**config.mk**
```make
export PLATFORM = sky130hd
export DESIGN_NAME = mos_ctrl
export DESIGN_NICKNAME = d
export VERILOG_FILES = /design/src/hdl/mos_pkg.sv /design/src/hdl/mos_ctrl.sv
export SDC_FILE = /design/constraint.sdc
export NUM_CORES = 1
export LEC_CHECK = 0
export BUFFER_PORTS_ARGS = -buffer_cell sky130_fd_sc_hd__buf_2
export CAP_MARGIN = 25
export CORE_MARGIN = 2
export CORE_UTILIZATION = 58
export DETAILED_ROUTE_END_ITERATION = 12
export MAX_ROUTING_LAYER = met4
export PLACE_DENSITY = 0.8
export SETUP_SLACK_MARGIN = 0.02
export SLEW_MARGIN = 20
export SYNTH_ARGS = -nofsm -noshare
export SYNTH_HDL_FRONTEND = slang
export SYNTH_SLANG_ARGS = --single-unit
```
**constraint.sdc**
```tcl
create_clock -name clock -period 3.2 [get_ports clock]
set_clock_uncertainty 0.1 [all_clocks]
set_input_delay 0.32 -clock clock [delete_from_list [all_inputs] [get_ports clock]]
set_output_delay 0.32 -clock clock [all_outputs]
set_load 0.01 [all_outputs]
```
**src/hdl/mos_pkg.sv**
```systemverilog
// Shared types, constants, arithmetic helpers and microprogram for the Milne ODE solver.
`timescale 1ns / 1ps

package mos_pkg;

   localparam int FRAC_BITS = 16;
   localparam int DEF_MAX_START_STEPS = 4096;
   localparam int DEF_MAX_CORRECTOR_ITERS = 16;
   localparam int DIV_W = 35;
   localparam int DVS_W = 31;
   localparam int ACC_W = 36;
   localparam int PC_W = 7;

   localparam logic [30:0] STEP_RESET = 31'd13107;
   localparam logic [15:0] TOL_RESET = 16'd7;

   localparam logic REG_STEP = 1'b0;
   localparam logic REG_TOL = 1'b1;

   localparam logic [1:0] STS_OK = 2'd0;
   localparam logic [1:0] STS_STEPS = 2'd1;
   localparam logic [1:0] STS_NOCONV = 2'd2;

   localparam logic [PC_W-1:0] PC_LOOP = 7'd11;
   localparam logic [PC_W-1:0] PC_AFTER = 7'd14;
   localparam logic [PC_W-1:0] PC_CLOOP = 7'd49;
   localparam logic [PC_W-1:0] PC_RK4 = 7'd67;

   typedef enum logic [1:0] {ST_IDLE, ST_RUN, ST_DIV, ST_DONE} state_type;

   typedef enum logic [3:0] {
      OP_NOP, OP_MUL, OP_MULWB, OP_ADD, OP_HADD, OP_NEG2, OP_ACC_LD, OP_ACC_ADD,
      OP_ACCSAT, OP_DIV, OP_DIVWB, OP_NLOAD, OP_NDEC, OP_ILOAD, OP_CHK, OP_FIN
   } op_type;

   typedef enum logic [4:0] {
      R_ZERO, R_X, R_Y, R_H, R_XB, R_XE, R_XM, R_YA, R_K, R_T, R_Y0, R_Y1, R_Y2,
      R_Y3, R_FN1, R_FN, R_EST, R_H3, R_H43
   } reg_id_type;

   typedef enum logic [2:0] {C_P1, C_P2, C_P4, C_M1, C_M4} coef_type;

   typedef enum logic [1:0] {DM_STEPS, DM_H3, DM_H43, DM_SIX} div_mode_type;

   typedef enum logic [2:0] {BR_NONE, BR_JUMP, BR_NZ, BR_CORR, BR_CALL, BR_RET, BR_END} br_type;

   typedef struct packed {
      op_type       op;
      reg_id_type   a;
      reg_id_type   b;
      reg_id_type   dst;
      coef_type     coef;
      div_mode_type dm;
   } cmd_type;

   typedef struct packed {
      logic div_busy;
      logic n_zero;
      logic iter_zero;
      logic conv;
   } stat_type;

   typedef struct packed {
      cmd_type         cmd;
      br_type          br;
      logic [PC_W-1:0] tgt;
   } uop_type;

   function automatic logic signed [31:0] sat32(input logic signed [63:0] v);
      if (v > 64'sh000000007FFFFFFF) return 32'sh7FFFFFFF;
      if (v < -64'sh0000000080000000) return -32'sh80000000;
      return v[31:0];
   endfunction

   function automatic uop_type u_op(input op_type op, input reg_id_type a, input reg_id_type b,
                                    input reg_id_type dst);
      uop_type u;
      u.cmd.op = op;
      u.cmd.a = a;
      u.cmd.b = b;
      u.cmd.dst = dst;
      u.cmd.coef = C_P1;
      u.cmd.dm = DM_STEPS;
      u.br = BR_NONE;
      u.tgt = '0;
      return u;
   endfunction

   function automatic uop_type u_acc(input op_type op, input reg_id_type a, input coef_type c);
      uop_type u;
      u = u_op(op, a, R_ZERO, R_ZERO);
      u.cmd.coef = c;
      return u;
   endfunction

   function automatic uop_type u_div(input div_mode_type dm);
      uop_type u;
      u = u_op(OP_DIV, R_ZERO, R_ZERO, R_ZERO);
      u.cmd.dm = dm;
      return u;
   endfunction

   function automatic uop_type u_br(input uop_type base, input br_type br,
                                    input logic [PC_W-1:0] tgt);
      uop_type u;
      u = base;
      u.br = br;
      u.tgt = tgt;
      return u;
   endfunction

   // Five micro-operations computing T = -2*x*y*y.
   function automatic uop_type slope_u(input logic [2:0] k, input reg_id_type xa,
                                       input reg_id_type ya);
      uop_type u;
      case (k)
         3'd0: u = u_op(OP_MUL, xa, ya, R_ZERO);
         3'd1: u = u_op(OP_MULWB, R_ZERO, R_ZERO, R_T);
         3'd2: u = u_op(OP_MUL, R_T, ya, R_ZERO);
         3'd3: u = u_op(OP_MULWB, R_ZERO, R_ZERO, R_T);
         default: u = u_op(OP_NEG2, R_T, R_ZERO, R_T);
      endcase
      return u;
   endfunction

   function automatic uop_type ucode(input logic [PC_W-1:0] pc);
      uop_type u;
      case (pc) inside
         7'd0: u = u_acc(OP_ACC_LD, R_XE, C_P1);
         7'd1: u = u_acc(OP_ACC_ADD, R_H, C_M4);
         7'd2: u = u_op(OP_ACCSAT, R_ZERO, R_ZERO, R_XB);
         7'd3: u = u_acc(OP_ACC_LD, R_XB, C_P1);
         7'd4: u = u_acc(OP_ACC_ADD, R_X, C_M1);
         7'd5: u = u_div(DM_STEPS);
         7'd6: u = u_op(OP_NLOAD, R_ZERO, R_ZERO, R_ZERO);
         7'd7: u = u_div(DM_H3);
         7'd8: u = u_op(OP_DIVWB, R_ZERO, R_ZERO, R_H3);
         7'd9: u = u_div(DM_H43);
         7'd10: u = u_op(OP_DIVWB, R_ZERO, R_ZERO, R_H43);
         7'd11: u = u_br(u_op(OP_NOP, R_ZERO, R_ZERO, R_ZERO), BR_NZ, PC_AFTER);
         7'd12: u = u_br(u_op(OP_NOP, R_ZERO, R_ZERO, R_ZERO), BR_CALL, PC_RK4);
         7'd13: u = u_br(u_op(OP_NDEC, R_ZERO, R_ZERO, R_ZERO), BR_JUMP, PC_LOOP);
         7'd14: u = u_op(OP_ADD, R_Y, R_ZERO, R_Y3);
         7'd15: u = u_op(OP_ADD, R_XB, R_ZERO, R_X);
         7'd16: u = u_br(u_op(OP_NOP, R_ZERO, R_ZERO, R_ZERO), BR_CALL, PC_RK4);
         7'd17: u = u_br(u_op(OP_ADD, R_Y, R_ZERO, R_Y2), BR_CALL, PC_RK4);
         7'd18: u = u_br(u_op(OP_ADD, R_Y, R_ZERO, R_Y1), BR_CALL, PC_RK4);
         7'd19: u = u_op(OP_ADD, R_Y, R_ZERO, R_Y0);
         7'd20: u = u_op(OP_ADD, R_XB, R_ZERO, R_X);
         7'd21: u = u_op(OP_ADD, R_X, R_H, R_X);
         [7'd22:7'd26]: u = slope_u(3'(pc - 7'd22), R_X, R_Y2);
         7'd27: u = u_acc(OP_ACC_LD, R_T, C_P2);
         7'd28: u = u_op(OP_ADD, R_X, R_H, R_X);
         [7'd29:7'd33]: u = slope_u(3'(pc - 7'd29), R_X, R_Y1);
         7'd34: u = u_op(OP_ADD, R_T, R_ZERO, R_FN1);
         7'd35: u = u_acc(OP_ACC_ADD, R_T, C_M1);
         7'd36: u = u_op(OP_ADD, R_X, R_H, R_X);
         [7'd37:7'd41]: u = slope_u(3'(pc - 7'd37), R_X, R_Y0);
         7'd42: u = u_op(OP_ADD, R_T, R_ZERO, R_FN);
         7'd43: u = u_acc(OP_ACC_ADD, R_T, C_P2);
         7'd44: u = u_op(OP_ACCSAT, R_ZERO, R_ZERO, R_K);
         7'd45: u = u_op(OP_MUL, R_H43, R_K, R_ZERO);
         7'd46: u = u_op(OP_MULWB, R_ZERO, R_ZERO, R_T);
         7'd47: u = u_op(OP_ADD, R_Y3, R_T, R_EST);
         7'd48: u = u_op(OP_ILOAD, R_ZERO, R_ZERO, R_ZERO);
         [7'd49:7'd53]: u = slope_u(3'(pc - 7'd49), R_XE, R_EST);
         7'd54: u = u_acc(OP_ACC_LD, R_FN1, C_P1);
         7'd55: u = u_acc(OP_ACC_ADD, R_FN, C_P4);
         7'd56: u = u_acc(OP_ACC_ADD, R_T, C_P1);
         7'd57: u = u_op(OP_ACCSAT, R_ZERO, R_ZERO, R_K);
         7'd58: u = u_op(OP_MUL, R_H3, R_K, R_ZERO);
         7'd59: u = u_op(OP_MULWB, R_ZERO, R_ZERO, R_T);
         7'd60: u = u_op(OP_ADD, R_Y1, R_T, R_T);
         7'd61: u = u_acc(OP_ACC_LD, R_T, C_P1);
         7'd62: u = u_acc(OP_ACC_ADD, R_EST, C_M1);
         7'd63: u = u_op(OP_ADD, R_T, R_ZERO, R_EST);
         7'd64: u = u_op(OP_CHK, R_ZERO, R_ZERO, R_ZERO);
         7'd65: u = u_br(u_op(OP_NOP, R_ZERO, R_ZERO, R_ZERO), BR_CORR, PC_CLOOP);
         7'd66: u = u_br(u_op(OP_FIN, R_ZERO, R_ZERO, R_ZERO), BR_END, '0);
         7'd67: u = u_op(OP_HADD, R_X, R_H, R_XM);
         [7'd68:7'd72]: u = slope_u(3'(pc - 7'd68), R_X, R_Y);
         7'd73: u = u_op(OP_MUL, R_H, R_T, R_ZERO);
         7'd74: u = u_op(OP_MULWB, R_ZERO, R_ZERO, R_K);
         7'd75: u = u_acc(OP_ACC_LD, R_K, C_P1);
         7'd76: u = u_op(OP_HADD, R_Y, R_K, R_YA);
         [7'd77:7'd81]: u = slope_u(3'(pc - 7'd77), R_XM, R_YA);
         7'd82: u = u_op(OP_MUL, R_H, R_T, R_ZERO);
         7'd83: u = u_op(OP_MULWB, R_ZERO, R_ZERO, R_K);
         7'd84: u = u_acc(OP_ACC_ADD, R_K, C_P2);
         7'd85: u = u_op(OP_HADD, R_Y, R_K, R_YA);
         [7'd86:7'd90]: u = slope_u(3'(pc - 7'd86), R_XM, R_YA);
         7'd91: u = u_op(OP_MUL, R_H, R_T, R_ZERO);
         7'd92: u = u_op(OP_MULWB, R_ZERO, R_ZERO, R_K);
         7'd93: u = u_acc(OP_ACC_ADD, R_K, C_P2);
         7'd94: u = u_op(OP_ADD, R_Y, R_K, R_YA);
         7'd95: u = u_op(OP_ADD, R_X, R_H, R_XM);
         [7'd96:7'd100]: u = slope_u(3'(pc - 7'd96), R_XM, R_YA);
         7'd101: u = u_op(OP_MUL, R_H, R_T, R_ZERO);
         7'd102: u = u_op(OP_MULWB, R_ZERO, R_ZERO, R_K);
         7'd103: u = u_acc(OP_ACC_ADD, R_K, C_P1);
         7'd104: u = u_div(DM_SIX);
         7'd105: u = u_op(OP_DIVWB, R_ZERO, R_ZERO, R_T);
         7'd106: u = u_op(OP_ADD, R_Y, R_T, R_Y);
         7'd107: u = u_br(u_op(OP_ADD, R_X, R_H, R_X), BR_RET, '0);
         default: u = u_op(OP_NOP, R_ZERO, R_ZERO, R_ZERO);
      endcase
      return u;
   endfunction

endpackage

```
**src/hdl/mos_ctrl.sv**
```systemverilog
// Controller: state machine and microprogram sequencer issuing datapath commands.
`timescale 1ns / 1ps

module mos_ctrl (
   input  logic                clock,
   input  logic                reset,
   input  logic                start,
   input  mos_pkg::stat_type   stat,
   output logic                busy,
   output logic                load,
   output logic                done,
   output mos_pkg::cmd_type    cmd
);

   mos_pkg::state_type state_ff, state_in;
   logic [mos_pkg::PC_W-1:0] pc_ff, pc_in, ret_ff, ret_in;
   mos_pkg::uop_type uop;
   mos_pkg::uop_type nop_u;
   logic [mos_pkg::PC_W-1:0] pc_next;

   assign uop = mos_pkg::ucode(pc_ff);
   assign nop_u = mos_pkg::u_op(mos_pkg::OP_NOP, mos_pkg::R_ZERO, mos_pkg::R_ZERO,
                                mos_pkg::R_ZERO);
   assign pc_next = mos_pkg::PC_W'(pc_ff + 1'b1);

   always_comb begin
      state_in = state_ff;
      pc_in = pc_ff;
      ret_in = ret_ff;
      unique case (state_ff)
         mos_pkg::ST_IDLE: begin
            pc_in = '0;
            if (start) state_in = mos_pkg::ST_RUN;
         end
         mos_pkg::ST_RUN: begin
            pc_in = pc_next;
            if (uop.cmd.op == mos_pkg::OP_DIV) state_in = mos_pkg::ST_DIV;
            case (uop.br)
               mos_pkg::BR_JUMP: pc_in = uop.tgt;
               mos_pkg::BR_NZ: if (stat.n_zero) pc_in = uop.tgt;
               mos_pkg::BR_CORR: if (!(stat.conv || stat.iter_zero)) pc_in = uop.tgt;
               mos_pkg::BR_CALL: begin
                  pc_in = uop.tgt;
                  ret_in = pc_next;
               end
               mos_pkg::BR_RET: pc_in = ret_ff;
               mos_pkg::BR_END: state_in = mos_pkg::ST_DONE;
               default: ;
            endcase
         end
         mos_pkg::ST_DIV: begin
            if (!stat.div_busy) state_in = mos_pkg::ST_RUN;
         end
         mos_pkg::ST_DONE: state_in = mos_pkg::ST_IDLE;
         default: state_in = mos_pkg::ST_IDLE;
      endcase
   end

   always_comb begin
      busy = (state_ff != mos_pkg::ST_IDLE);
      load = (state_ff == mos_pkg::ST_IDLE) && start;
      done = (state_ff == mos_pkg::ST_DONE);
      cmd = nop_u.cmd;
      unique case (state_ff)
         mos_pkg::ST_RUN: cmd = uop.cmd;
         default: ;
      endcase
   end

   always_ff @(posedge clock) begin
      if (reset) begin
         state_ff <= mos_pkg::ST_IDLE;
         pc_ff <= '0;
         ret_ff <= '0;
      end else begin
         state_ff <= state_in;
         pc_ff <= pc_in;
         ret_ff <= ret_in;
      end
   end

endmodule

```
==> impl_metrics.env, run 1 <==
export IMPL_netlist_instances=868
export IMPL_place_hpwl_um=23430
export IMPL_start_util_pct=59.58
export IMPL_ys_ff_latch=16
export IMPL_globalRoute_totalOverflow=68
export IMPL_htreeDepth=1
export IMPL_port_buffers=33
export IMPL_ys_flop_type="dfxtp_1"
export IMPL_die_height_um=101.2
export IMPL_status="did not finish"
export IMPL_grt_max_degree=26
export IMPL_cts_sinks=16
export IMPL_grt_pass1_vias=10650
export IMPL_die_w_um=101.2
export IMPL_synth_seq_area_share_pct=5.846
export IMPL_syn_area_per_cell_um2=6.312
export IMPL_dpl_cell_area_um2=7286
export IMPL_ys_async_sr_fraction_pct=0
export IMPL_synth_largest_area_cell="nor2_1"
export IMPL_yosysTopAreaCellShare_pct=8.016
export IMPL_grt_pass1_wl_um=60260
export IMPL_netlist_top_cells_area="nor2_1, nand2_1, dfxtp_1"
export IMPL_firstError="[ERROR GRT-0116] Global routing finished with congestion. Check the congestion regions in the DRC Viewer."
export IMPL_grt_total_usage_pct=79.11
export IMPL_synth_edf_count=0
export IMPL_synth_nets=890
export IMPL_cts_inserted_buffers=3
export IMPL_synth_cell_types=100
export IMPL_syn_area_um2=5479
export IMPL_postCtsHoldBufs=0
export IMPL_clock_path_buffers=2
export IMPL_num_rows=35
export IMPL_gp_congestion=1.304
export IMPL_io_pins=34
export IMPL_haltStage="global routing"
export IMPL_yosys_warnings=0
export IMPL_cts_root_buffer="clkbuf_8"
[cell families after synthesis]
group,after synthesis,synth area share [%]
flops,16,5.846
fa+ha+maj,15,3.425
simple gates,445,42.54
compound gates,302,38.94
mux,7,1.325
xor+xnor,4,0.6393
buf+inv,79,7.285
[stage by stage]
stage	setup slack [ns]	util, %	std cells	setup TNS, ns	hold slack, ns
after global placement	-0.2010	79.22	1186	-1.932	0.3624
after CTS	-0.1951	86.67	1199	-1.569	0.2583
after floorplan	0.009264	-	868	0	0.2770
after detailed placement	-0.2882	79.22	1186	-3.112	0.3815
[cells in the mapped netlist, drive strengths merged, types with 10 or more instances]
cell type / n
a31oi: 22
ha: 15
nor2b: 16
nand2: 99
buf: 40
nand3: 39
o2111ai: 11
a21oi: 65
nor4: 10
clkbuf: 23
or2: 10
dfxtp: 16
a211oi: 20
and2: 13
nor3: 40
nand2b: 18
nor2: 118
nand4: 16
o22ai: 11
or3: 12
inv: 16
o21ai: 64
[timing repair]
item,CTS
setup endpoints to repair,28
setup buffers,10
pin swaps,27
resized for setup,138
[routing by layer]
layer | GRT usage [%] | GRT overflow
met4 | 78.90 | 34
met5 | - | -
met3 | 63.22 | 5
met1 | 78.20 | 2
met2 | 92.05 | 27
==> run 2, diff against run 1 <==
--- a/config.mk
+++ b/config.mk
@@ -8,11 +8,9 @@
 export BUFFER_PORTS_ARGS = -buffer_cell sky130_fd_sc_hd__buf_2
 export CAP_MARGIN = 25
 export CORE_MARGIN = 2
-export CORE_UTILIZATION = 58
+export CORE_UTILIZATION = 40
 export DETAILED_ROUTE_END_ITERATION = 12
-export MAX_ROUTING_LAYER = met4
-export PLACE_DENSITY = 0.8
-export SETUP_SLACK_MARGIN = 0.02
+export PLACE_DENSITY_LB_ADDON = 0.15
 export SLEW_MARGIN = 20
 export SYNTH_ARGS = -nofsm -noshare
 export SYNTH_HDL_FRONTEND = slang
==> constraint.sdc (replaced) <==
create_clock -name clock -period 4.16 [get_ports clock]
set_clock_uncertainty 0.1 [all_clocks]
set_input_delay 0.416 -clock clock [delete_from_list [all_inputs] [get_ports clock]]
set_output_delay 0.416 -clock clock [all_outputs]
set_load 0.01 [all_outputs]
==> run 2 against run 1 <==
Against the previous run:
- the flow now finishes without violations
- synthesized area is the same
- synthesized cell count is the same
==> impl_metrics.env, run 2 <==
export IMPL_seq_area_um2=326.6
export IMPL_clock_path_buffers=2
export IMPL_final_setup_tns_ns=0
export IMPL_port_buffers=33
export IMPL_synth_seq_area_share_pct=5.846
export IMPL_io_pins=34
export IMPL_grt_pass1_vias=7260
export IMPL_hold_viol_final=0
export IMPL_synth_nets=890
export IMPL_synth_cell_types=100
export IMPL_min_period_over_period_pct=98.66
export IMPL_cts_tree="done"
export IMPL_layout_commonest_cell="nor2_1"
export IMPL_ys_flop_type="dfxtp_1"
export IMPL_netlist_instances=868
export IMPL_antenna_found_initial=0
export IMPL_htreeDepth=1
export IMPL_netlist_top_cells_area="nor2_1, nand2_1, dfxtp_1"
export IMPL_yosysTopAreaCellShare_pct=8.016
export IMPL_syn2layout_area_growth_pct=16.19
export IMPL_syn_area_um2=5479
export IMPL_cts_sinks=16
export IMPL_largest_registers="pc_ff: 7 flops, ret_ff: 7 flops, state_ff: 2 flops"
export IMPL_cts_root_buffer="clkbuf_16"
export IMPL_period_needed_ns=4.104
export IMPL_dp_cells=1101
export IMPL_cap_violations=0
export IMPL_hold_class="in -> reg"
export IMPL_timing_final_ws_setup_ns=0.05571
export IMPL_critPathArrivalTime_ns=3.59
export IMPL_syn_area_per_cell_um2=6.312
export IMPL_status="complete, no violations"
export IMPL_dr_pass1_iters=6
export IMPL_path_clk_slew_ns=0.05
export IMPL_place_ws_ns=0.1179
export IMPL_start_util_pct=41.21
export IMPL_synth_largest_area_cell="nor2_1"
export IMPL_final_layout_size_suffix_gt1_share_pct=20.99
export IMPL_ys_ff_latch=16
export IMPL_postLayoutCoreUtil_pct=47.88
export IMPL_grt_total_usage_pct=42.87
export IMPL_drt_total_wl_um=31760
export IMPL_post_cts_repair_setup_buffers=0
export IMPL_core_region_area_um2=13300
export IMPL_clk_latency_ns=0.25
export IMPL_critPathKind="reg -> out"
export IMPL_grt_pass1_wl_um=47260
export IMPL_yosysMostFrequentCell="nor2_1"
export IMPL_num_rows=42
export IMPL_drt_initial_drc_count=1456
export IMPL_die_w_um=121.0
export IMPL_vias=7991
export IMPL_post_drt_wl_per_cell_um=28.75
export IMPL_insertedDiodeCount=0
export IMPL_finalSetupViolCount=0
export IMPL_drc=0
export IMPL_die_area_um2=14650
export IMPL_timing_fmax_ghz=0.2436
export IMPL_fin_cells=1105
export IMPL_grt_max_degree=46
export IMPL_gp_congestion=1.096
export IMPL_ir_drop_v=0.0003192
export IMPL_nets=952
export IMPL_critPathMaxFanout=13
export IMPL_multiInputGateArea_um2=4841
export IMPL_routed_via_density=7.232
export IMPL_relSlewSlack_pct=49.36
export IMPL_leakagePower_uw=0.002509
export IMPL_synth_commonest_cells="nor2_1, nand2_1, a21oi_1"
export IMPL_endpoint_kind="output port"
export IMPL_globalRoute_totalOverflow=0
export IMPL_start_kind="flop"
export IMPL_grt_setup_unrepaired="no"
export IMPL_ys_async_sr_fraction_pct=0
export IMPL_postCtsHoldBufs=0
export IMPL_required_ns=3.64
export IMPL_cts_inserted_buffers=3
export IMPL_die_height_um=121.0
export IMPL_slew_viol_final=0
export IMPL_worst_pin_slew_ns=0.7596
export IMPL_fillCellCount=1424
export IMPL_mostFrequentLayoutCells="nor2_1, nand2_1, buf_4"
export IMPL_yosys_warnings=0
export IMPL_pwr_density_cell_nw_per_um2=93.19
export IMPL_ant_nets=0
export IMPL_synth_edf_count=0
export IMPL_place_hpwl_um=25530
-- run 2: cell counts after synthesis --
No cell type changed its count.
-- run 2: kinds of logic after synthesis --
group,count (synthesis),synth area share [%]
simple gates,445,42.54
fa+ha+maj,15,3.425
buf+inv,79,7.285
xor+xnor,4,0.6393
compound gates,302,38.94
flops,16,5.846
mux,7,1.325
-- run 2: area by class of cell --
cell class | instances | share of cell area [%]
multi-input combinational | 773 | 76.04
timing repair buffer | 120 | 12.97
clock buffer | 4 | 1.395
tap | 176 | 3.459
sequential | 16 | 5.130
inverter | 16 | 1.002
-- run 2: worst max-delay path, cell delays in order (launching register included) --
cell      delay [ns]
dfxtp_2         0.37
inv_1           0.22
ha_1            0.23
buf_4           0.21
nor2b_1         0.39
and3_1          0.30
or3_1           0.16
buf_4           0.16
a21oi_1         0.05
a311o_1         0.36
a311oi_1        0.45
o21ai_1         0.15
a21oi_1         0.15
buf_2           0.14
-- run 2: metal layers --
| metal | wire length, um | global-route usage [%] | vias up |
|---|---|---|---|
| met5 | 0 | 0 | - |
| met1 | 12350 | 56.69 | 3741 |
| met2 | 13300 | 63.69 | 671 |
| met3 | 3903 | 10.34 | 147 |
| met4 | 2218 | 23.33 | 0 |
| li1 | - | - | 3432 |
-- run 2: report_power, final --
group	switching, uW	internal [uW]
sequential	4.36	156
clock	62.8	146
combinational	156	68.3
total	223	370
-- run 2: through the flow --
| stage | hold WS [ns] | cell area [um^2] | power, uW |
|---|---|---|---|
| floorplan | 0.3577 | 5479 | 281.2 |
| global placement | 0.3651 | 6180 | 373.7 |
| detailed placement | 0.3721 | 6180 | 370.6 |
| CTS | 0.3594 | 6280 | 579.7 |
| global route | 0.3870 | 6366 | 608.4 |
| finish | 0.3520 | 6366 | 593.3 |
-- run 2: repair_timing --
action                     in CTS  in global routing
pin swaps                       0                  1
gates resized for setup         3                 26
setup endpoints to repair       2                 15
-- run 2: worst paths after layout --
path / from / cells past startpoint / slack, ns / to
worst max-delay path: pc_ff[0] / 13 / 0.06 / cmd[10]
worst min-delay path: start / 3 / 0.35 / state_ff[0]
worst max register to register: pc_ff[0] / 12 / 0.44 / state_ff[1]
worst min register to register: ret_ff[5] / 1 / 0.38 / ret_ff[5]
No activity file was read; power rests on OpenSTA's default activity.
==> run 3, diff against run 2 <==
==> constraint.sdc (replaced) <==
create_clock -name clock -period 4.06 [get_ports clock]
set_clock_uncertainty 0.1 [all_clocks]
set_input_delay 0.406 -clock clock [delete_from_list [all_inputs] [get_ports clock]]
set_output_delay 0.406 -clock clock [all_outputs]
set_load 0.01 [all_outputs]
==> run 3 against run 2 <==
Against the previous run:
- flip-flop and latch count unchanged
- register-to-register slack got worse by 0.11 ns
- global-route usage fell by 0.50 points
- worst hold slack worse by 0.013 ns
- critical path type unchanged
==> impl_metrics.env, run 3 (synthesized netlist as in run 2, its figures left out) <==
export IMPL_grt_max_degree=54
export IMPL_ir_drop_v=0.0003343
export IMPL_die_w_um=121.0
export IMPL_syn2layout_area_growth_pct=18.54
export IMPL_top_layer="met5"
export IMPL_timing_fmax_ghz=0.2501
export IMPL_place_hpwl_um=25250
export IMPL_htreeDepth=1
export IMPL_drt_initial_drc_count=1526
export IMPL_nets=961
export IMPL_postCtsHoldBufs=0
export IMPL_p_seq_share_pct=26.2
export IMPL_post_cts_repair_setup_buffers=0
export IMPL_hold_viol_final=0
export IMPL_place_ws_ns=0.08084
export IMPL_ant_nets=0
export IMPL_min_period_over_period_pct=98.48
export IMPL_pwr_density_cell_nw_per_um2=95.73
export IMPL_mostFrequentLayoutCells="nor2_1, nand2_1, buf_4"
export IMPL_period_needed_ns=3.998
export IMPL_final_layout_size_suffix_gt1_share_pct=22.71
export IMPL_fin_total_pwr_uw=621.8
export IMPL_cap_violations=0
export IMPL_port_buffers=33
export IMPL_postLayoutCoreUtil_pct=48.85
export IMPL_cts_root_buffer="clkbuf_16"
export IMPL_globalRoute_totalOverflow=0
export IMPL_critPathKind="reg -> out"
export IMPL_drc=0
export IMPL_final_setup_tns_ns=0
export IMPL_power_switching_uw=232.7
export IMPL_core_region_area_um2=13300
export IMPL_endpoint_kind="output port"
export IMPL_clockPowerShare_pct=35.0
export IMPL_critPathArrivalTime_ns=3.49
export IMPL_relSlewSlack_pct=37.85
export IMPL_start_util_pct=41.21
export IMPL_slew_viol_final=0
export IMPL_die_area_um2=14650
export IMPL_cts_sinks=16
export IMPL_largest_registers="pc_ff: 7 flops, ret_ff: 7 flops, state_ff: 2 flops"
export IMPL_grt_pass1_wl_um=46800
export IMPL_p_int_uw=389.1
export IMPL_vias=8043
export IMPL_num_rows=42
export IMPL_start_kind="flop"
export IMPL_grt_setup_unrepaired="no"
export IMPL_routed_via_density=7.220
export IMPL_gp_congestion=1.135
export IMPL_timing_final_ws_setup_ns=0.06155
export IMPL_drt_total_wl_um=31550
export IMPL_switching_share_pct=37.42
export IMPL_die_height_um=121.0
export IMPL_insertedDiodeCount=0
export IMPL_dr_pass1_iters=6
export IMPL_grt_pass1_vias=7382
export IMPL_cts_inserted_buffers=3
export IMPL_grt_total_usage_pct=42.37
export IMPL_whs_ns=0.3394
export IMPL_antenna_found_initial=1
export IMPL_power_frac_comb_pct=38.8
export IMPL_required_ns=3.55
export IMPL_leakagePower_uw=0.002584
export IMPL_met3_length_um=4133
export IMPL_finalSetupViolCount=0
export IMPL_clock_path_buffers=2
export IMPL_cts_tree="done"
export IMPL_path_clk_slew_ns=0.05
export IMPL_wl_met1_um=11770
export IMPL_hold_class="in -> reg"
export IMPL_critPathMaxFanout=12
export IMPL_worst_pin_slew_ns=0.9238
export IMPL_clk_latency_ns=0.25
export IMPL_wl_met2_um=13220
export IMPL_layout_commonest_cell="nor2_1"
export IMPL_post_drt_wl_per_cell_um=28.32
export IMPL_status="complete, no violations"
export IMPL_io_pins=34
-- run 3: cell types whose count changed in the layout (fill, tap and decap cells not counted), sizes merged --
cell / delta
buf: +9
clkinvlp: -1
inv: +1
-- run 3: layout make-up --
class / count / area (um^2)
fillers: 1441 / 6800
multi-input cells: 773 / 4888
clock buffers: 4 / 88.84
inverters: 16 / 60.06
repair buffers: 129 / 910.9
well taps: 176 / 220.2
flip-flops and latches: 16 / 326.6
-- run 3: path summary, 6_finish.rpt --
| path | to | slack [ns] | start | cells past startpoint |
|---|---|---|---|---|
| max | cmd[20] | 0.06 | pc_ff[1] | 13 |
| min | state_ff[0] | 0.34 | start | 3 |
| max reg2reg | pc_ff[1] | 0.33 | pc_ff[0] | 12 |
| min reg2reg | ret_ff[5] | 0.38 | ret_ff[5] | 1 |
-- run 3: per-layer routing --
layer / up-vias / GRT usage, %
li1: 3449 / -
met1: 3710 / 54.58
met2: 703 / 64.82
met3: 179 / 10.39
met4: 2 / 22.67
met5: - / 0
-- run 3: through the flow --
stage / area, um^2 / std cells
final: 6495 / 1114
after global routing: 6495 / 1114
after CTS: 6387 / 1114
after detailed placement: 6272 / 1110
after global placement: 6272 / 1110
after floorplan: 5479 / 868
-- run 3: worst max-delay path, stage by stage (launching register included) --
cell     delay (ns)
dfxtp_2        0.33
buf_4          0.16
ha_2           0.27
buf_4          0.23
nor2_1         0.39
nor2_1         0.23
buf_4          0.20
nor2_1         0.28
a21oi_1        0.12
o31ai_1        0.27
a21oi_1        0.17
o21ai_1        0.35
nor2_1         0.06
buf_2          0.15
-- run 3: repair_timing --
item	CTS	global route
gates resized for setup	6	31
setup endpoints to repair	7	17
pin swaps	0	2
-- run 3: power groups by stage --
stage | Combinational (uW) | Sequential, uW | Clock, uW
2_1_floorplan | 123 | 165 | 0
3_3_place_gp | 226 | 166 | 0
3_5_place_dp | 224 | 166 | 0
4_1_cts | 226 | 163 | 220
5_1_grt | 249 | 163 | 226
6_report | 241 | 163 | 218
==> run 4, diff against run 3 <==
--- a/config.mk
+++ b/config.mk
@@ -5,7 +5,7 @@
 export SDC_FILE = /design/constraint.sdc
 export NUM_CORES = 1
 export LEC_CHECK = 0
-export BUFFER_PORTS_ARGS = -buffer_cell sky130_fd_sc_hd__buf_2
+export BUFFER_PORTS_ARGS = -buffer_cell sky130_fd_sc_hd__buf_4
 export CAP_MARGIN = 25
 export CORE_MARGIN = 2
 export CORE_UTILIZATION = 40
@@ -15,3 +15,4 @@
 export SYNTH_ARGS = -nofsm -noshare
 export SYNTH_HDL_FRONTEND = slang
 export SYNTH_SLANG_ARGS = --single-unit
+export TNS_END_PERCENT = 1
==> constraint.sdc (replaced) <==
create_clock -name clock -period 4.06 [get_ports clock]
set_clock_uncertainty 0.1 [all_clocks]
set_input_delay 0.812 -clock clock [delete_from_list [all_inputs] [get_ports clock]]
set_output_delay 0.812 -clock clock [all_outputs]
set_load 0.01 [all_outputs]
==> run 4 against run 3 <==
Against the previous run:
- the run now ends with negative setup slack left
- count of clock-buffer cells in the layout shrank 1
- total power grew 0.12%
- flip-flop and latch count is the same
- worst setup slack lost 0.14 ns
- sequential power is essentially flat
- maximum frequency shrank 3.5%
- cell area grew 13%
- first-iteration DRC count grew 7.2%
- largest power group unchanged
- highest routed layer is now met4
==> impl_metrics.env, run 4 (synthesized netlist as in run 2, its figures left out) <==
export IMPL_vias=8333
export IMPL_start_util_pct=41.21
export IMPL_layout_commonest_cell="buf_4"
export IMPL_min_from="ret_ff[6]"
export IMPL_timing_fmax_ghz=0.2414
export IMPL_gp_congestion=1.108
export IMPL_min_period_over_period_pct=102.1
export IMPL_die_area_um2=14650
export IMPL_grt_max_degree=37
export IMPL_r2r_start="pc_ff[1]"
export IMPL_worst_pin_slew_ns=0.6391
export IMPL_rrSetupSlack_ns=0.57
export IMPL_mostFrequentLayoutCells="buf_4, nor2_1, nand2_1"
export IMPL_globalRoute_totalOverflow=0
export IMPL_slew_viol_final=0
export IMPL_ir_drop_v=0.0002392
export IMPL_cts_sinks=16
export IMPL_seq_area_um2=325.3
export IMPL_io_pins=34
export IMPL_finalSetupViolCount=5
export IMPL_pwr_density_cell_nw_per_um2=85.00
export IMPL_violations="negative setup slack"
export IMPL_cap_violations=0
export IMPL_clk_latency_ns=0.24
export IMPL_routed_via_density=7.026
export IMPL_grt_pass1_wl_um=47200
export IMPL_globalRouteMet1Util_pct=54.70
export IMPL_ant_nets=0
export IMPL_worst_hold_path_num_cells=1
export IMPL_htreeDepth=1
export IMPL_leakagePower_uw=0.002972
export IMPL_dpl_cell_area_um2=6904
export IMPL_design_area_um2=7323
export IMPL_grt_use_met2_pct=65.91
export IMPL_drt_total_wl_um=31720
export IMPL_cts_root_buffer="clkbuf_16"
export IMPL_reg2reg_depth=12
export IMPL_use_met3_pct=8.741
export IMPL_critPathKind="reg -> out"
export IMPL_drc=0
export IMPL_cts_inserted_buffers=3
export IMPL_core_region_area_um2=13300
export IMPL_required_ns=3.15
export IMPL_antenna_found_initial=0
export IMPL_min_to="ret_ff[6]"
export IMPL_r2r_end="pc_ff[1]"
export IMPL_postCtsHoldBufs=0
export IMPL_num_rows=42
export IMPL_status="finished with violations"
export IMPL_start_kind="flop"
export IMPL_final_layout_size_suffix_gt1_share_pct=30.79
export IMPL_cts_tree="done"
export IMPL_drt_initial_drc_count=1636
export IMPL_clock_path_buffers=2
export IMPL_hold_viol_final=0
export IMPL_hold_class="reg -> reg"
export IMPL_endpoint_kind="output port"
export IMPL_port_buffers=33
export IMPL_critPathArrivalTime_ns=3.23
export IMPL_place_hpwl_um=25640
export IMPL_grt_setup_unrepaired="yes"
export IMPL_die_w_um=121.0
export IMPL_multiInputGateArea_um2=5061
export IMPL_grt_pass1_vias=7681
export IMPL_post_drt_wl_per_cell_um=26.74
export IMPL_nets=1034
export IMPL_die_height_um=121.0
export IMPL_largest_registers="pc_ff: 7 flops, ret_ff: 7 flops, state_ff: 2 flops"
export IMPL_fillCellCount=1358
export IMPL_timing_final_ws_setup_ns=-0.08333
export IMPL_path_clk_slew_ns=0.05
export IMPL_insertedDiodeCount=0
export IMPL_period_needed_ns=4.143
export IMPL_grt_total_usage_pct=42.31
export IMPL_syn2layout_area_growth_pct=33.66
export IMPL_critPathMaxFanout=7
export IMPL_dr_pass1_iters=7
export IMPL_place_ws_ns=-0.01041
export IMPL_grt_busiest_layer="met2"
export IMPL_relSlewSlack_pct=57.06
-- run 4: cell count changes in the layout (fill, tap and decap cells not counted), moves of 4 or more --
cell	change
buf_4	+100
buf_2	-33
nor2_1	-7
nor2_2	+6
a21oi_1	-4
a21oi_2	+4
buf_6	+4
-- run 4: what timing repair did --
action                                  4_1_cts  5_1_grt
pin swaps                                     8        7
setup buffers                                 2        2
gates resized for setup                      41       41
endpoints found under the setup margin       15       16
-- run 4: how the worst max path moves through the flow --
stage | start | end | slack (ns) | cells after the start
2_1_floorplan | pc_ff[2] | cmd[17] | 0.0004 | 13
6_report | pc_ff[1] | cmd[7] | -0.08 | 15
5_1_grt | pc_ff[1] | cmd[7] | -0.1 | 14
4_1_cts | pc_ff[6] | cmd[15] | -0.01 | 11
3_3_place_gp | pc_ff[1] | cmd[7] | -0.11 | 15
3_5_place_dp | pc_ff[2] | cmd[6] | -0.01 | 14
-- run 4: layout make-up --
| type | instances | area share (%) |
|---|---|---|
| clock buffers | 3 | 1.025 |
| inverters | 16 | 0.8201 |
| multi-input cells | 773 | 69.11 |
| flip-flops and latches | 16 | 4.442 |
| well taps | 176 | 3.007 |
| repair buffers | 202 | 21.60 |
-- run 4: per-layer routing --
metal	wire (um)	share of wire (%)	vias to the layer above
li1	-	-	3606
met1	11650	37	3769
met5	0	0	-
met4	2179	6.9	0
met2	13610	43	754
met3	4266	13	204
-- run 4: critical path: stages, from the launching register on --
cell and delay, ns:
dfxtp_2 0.31, inv_2 0.07, buf_4 0.13, ha_1 0.15, buf_4 0.17, a21bo_2 0.28, o2111ai_4 0.29, nand2_2 0.13
a31oi_4 0.20, nand2_1 0.10, or2_1 0.28, o21ai_2 0.23, buf_6 0.15, a2111oi_2 0.06, nor3_1 0.25, buf_4 0.16
-- run 4: where the power goes --
| group | switching [uW] | total [uW] | internal [uW] |
|---|---|---|---|
| combinational | 169 | 275 | 106 |
| clock | 55.4 | 184 | 129 |
| sequential | 3.08 | 163 | 160 |
-- run 4: through the flow --
stage / util (%) / total power [uW] / setup TNS (ns) / std cells / hold slack, ns
after floorplan: - / 289.0 / 0 / 868 / 0.3577
after global placement: 51.93 / 418.6 / -0.2262 / 1179 / 0.3650
after detailed placement: 51.93 / 417.1 / -0.01496 / 1179 / 0.3667
after CTS: 53.74 / 606.4 / -0.01274 / 1184 / 0.3732
after global routing: 55.08 / 641.2 / -0.8255 / 1186 / 0.3863
final: 55.08 / 622.5 / -0.1578 / 1186 / 0.3740
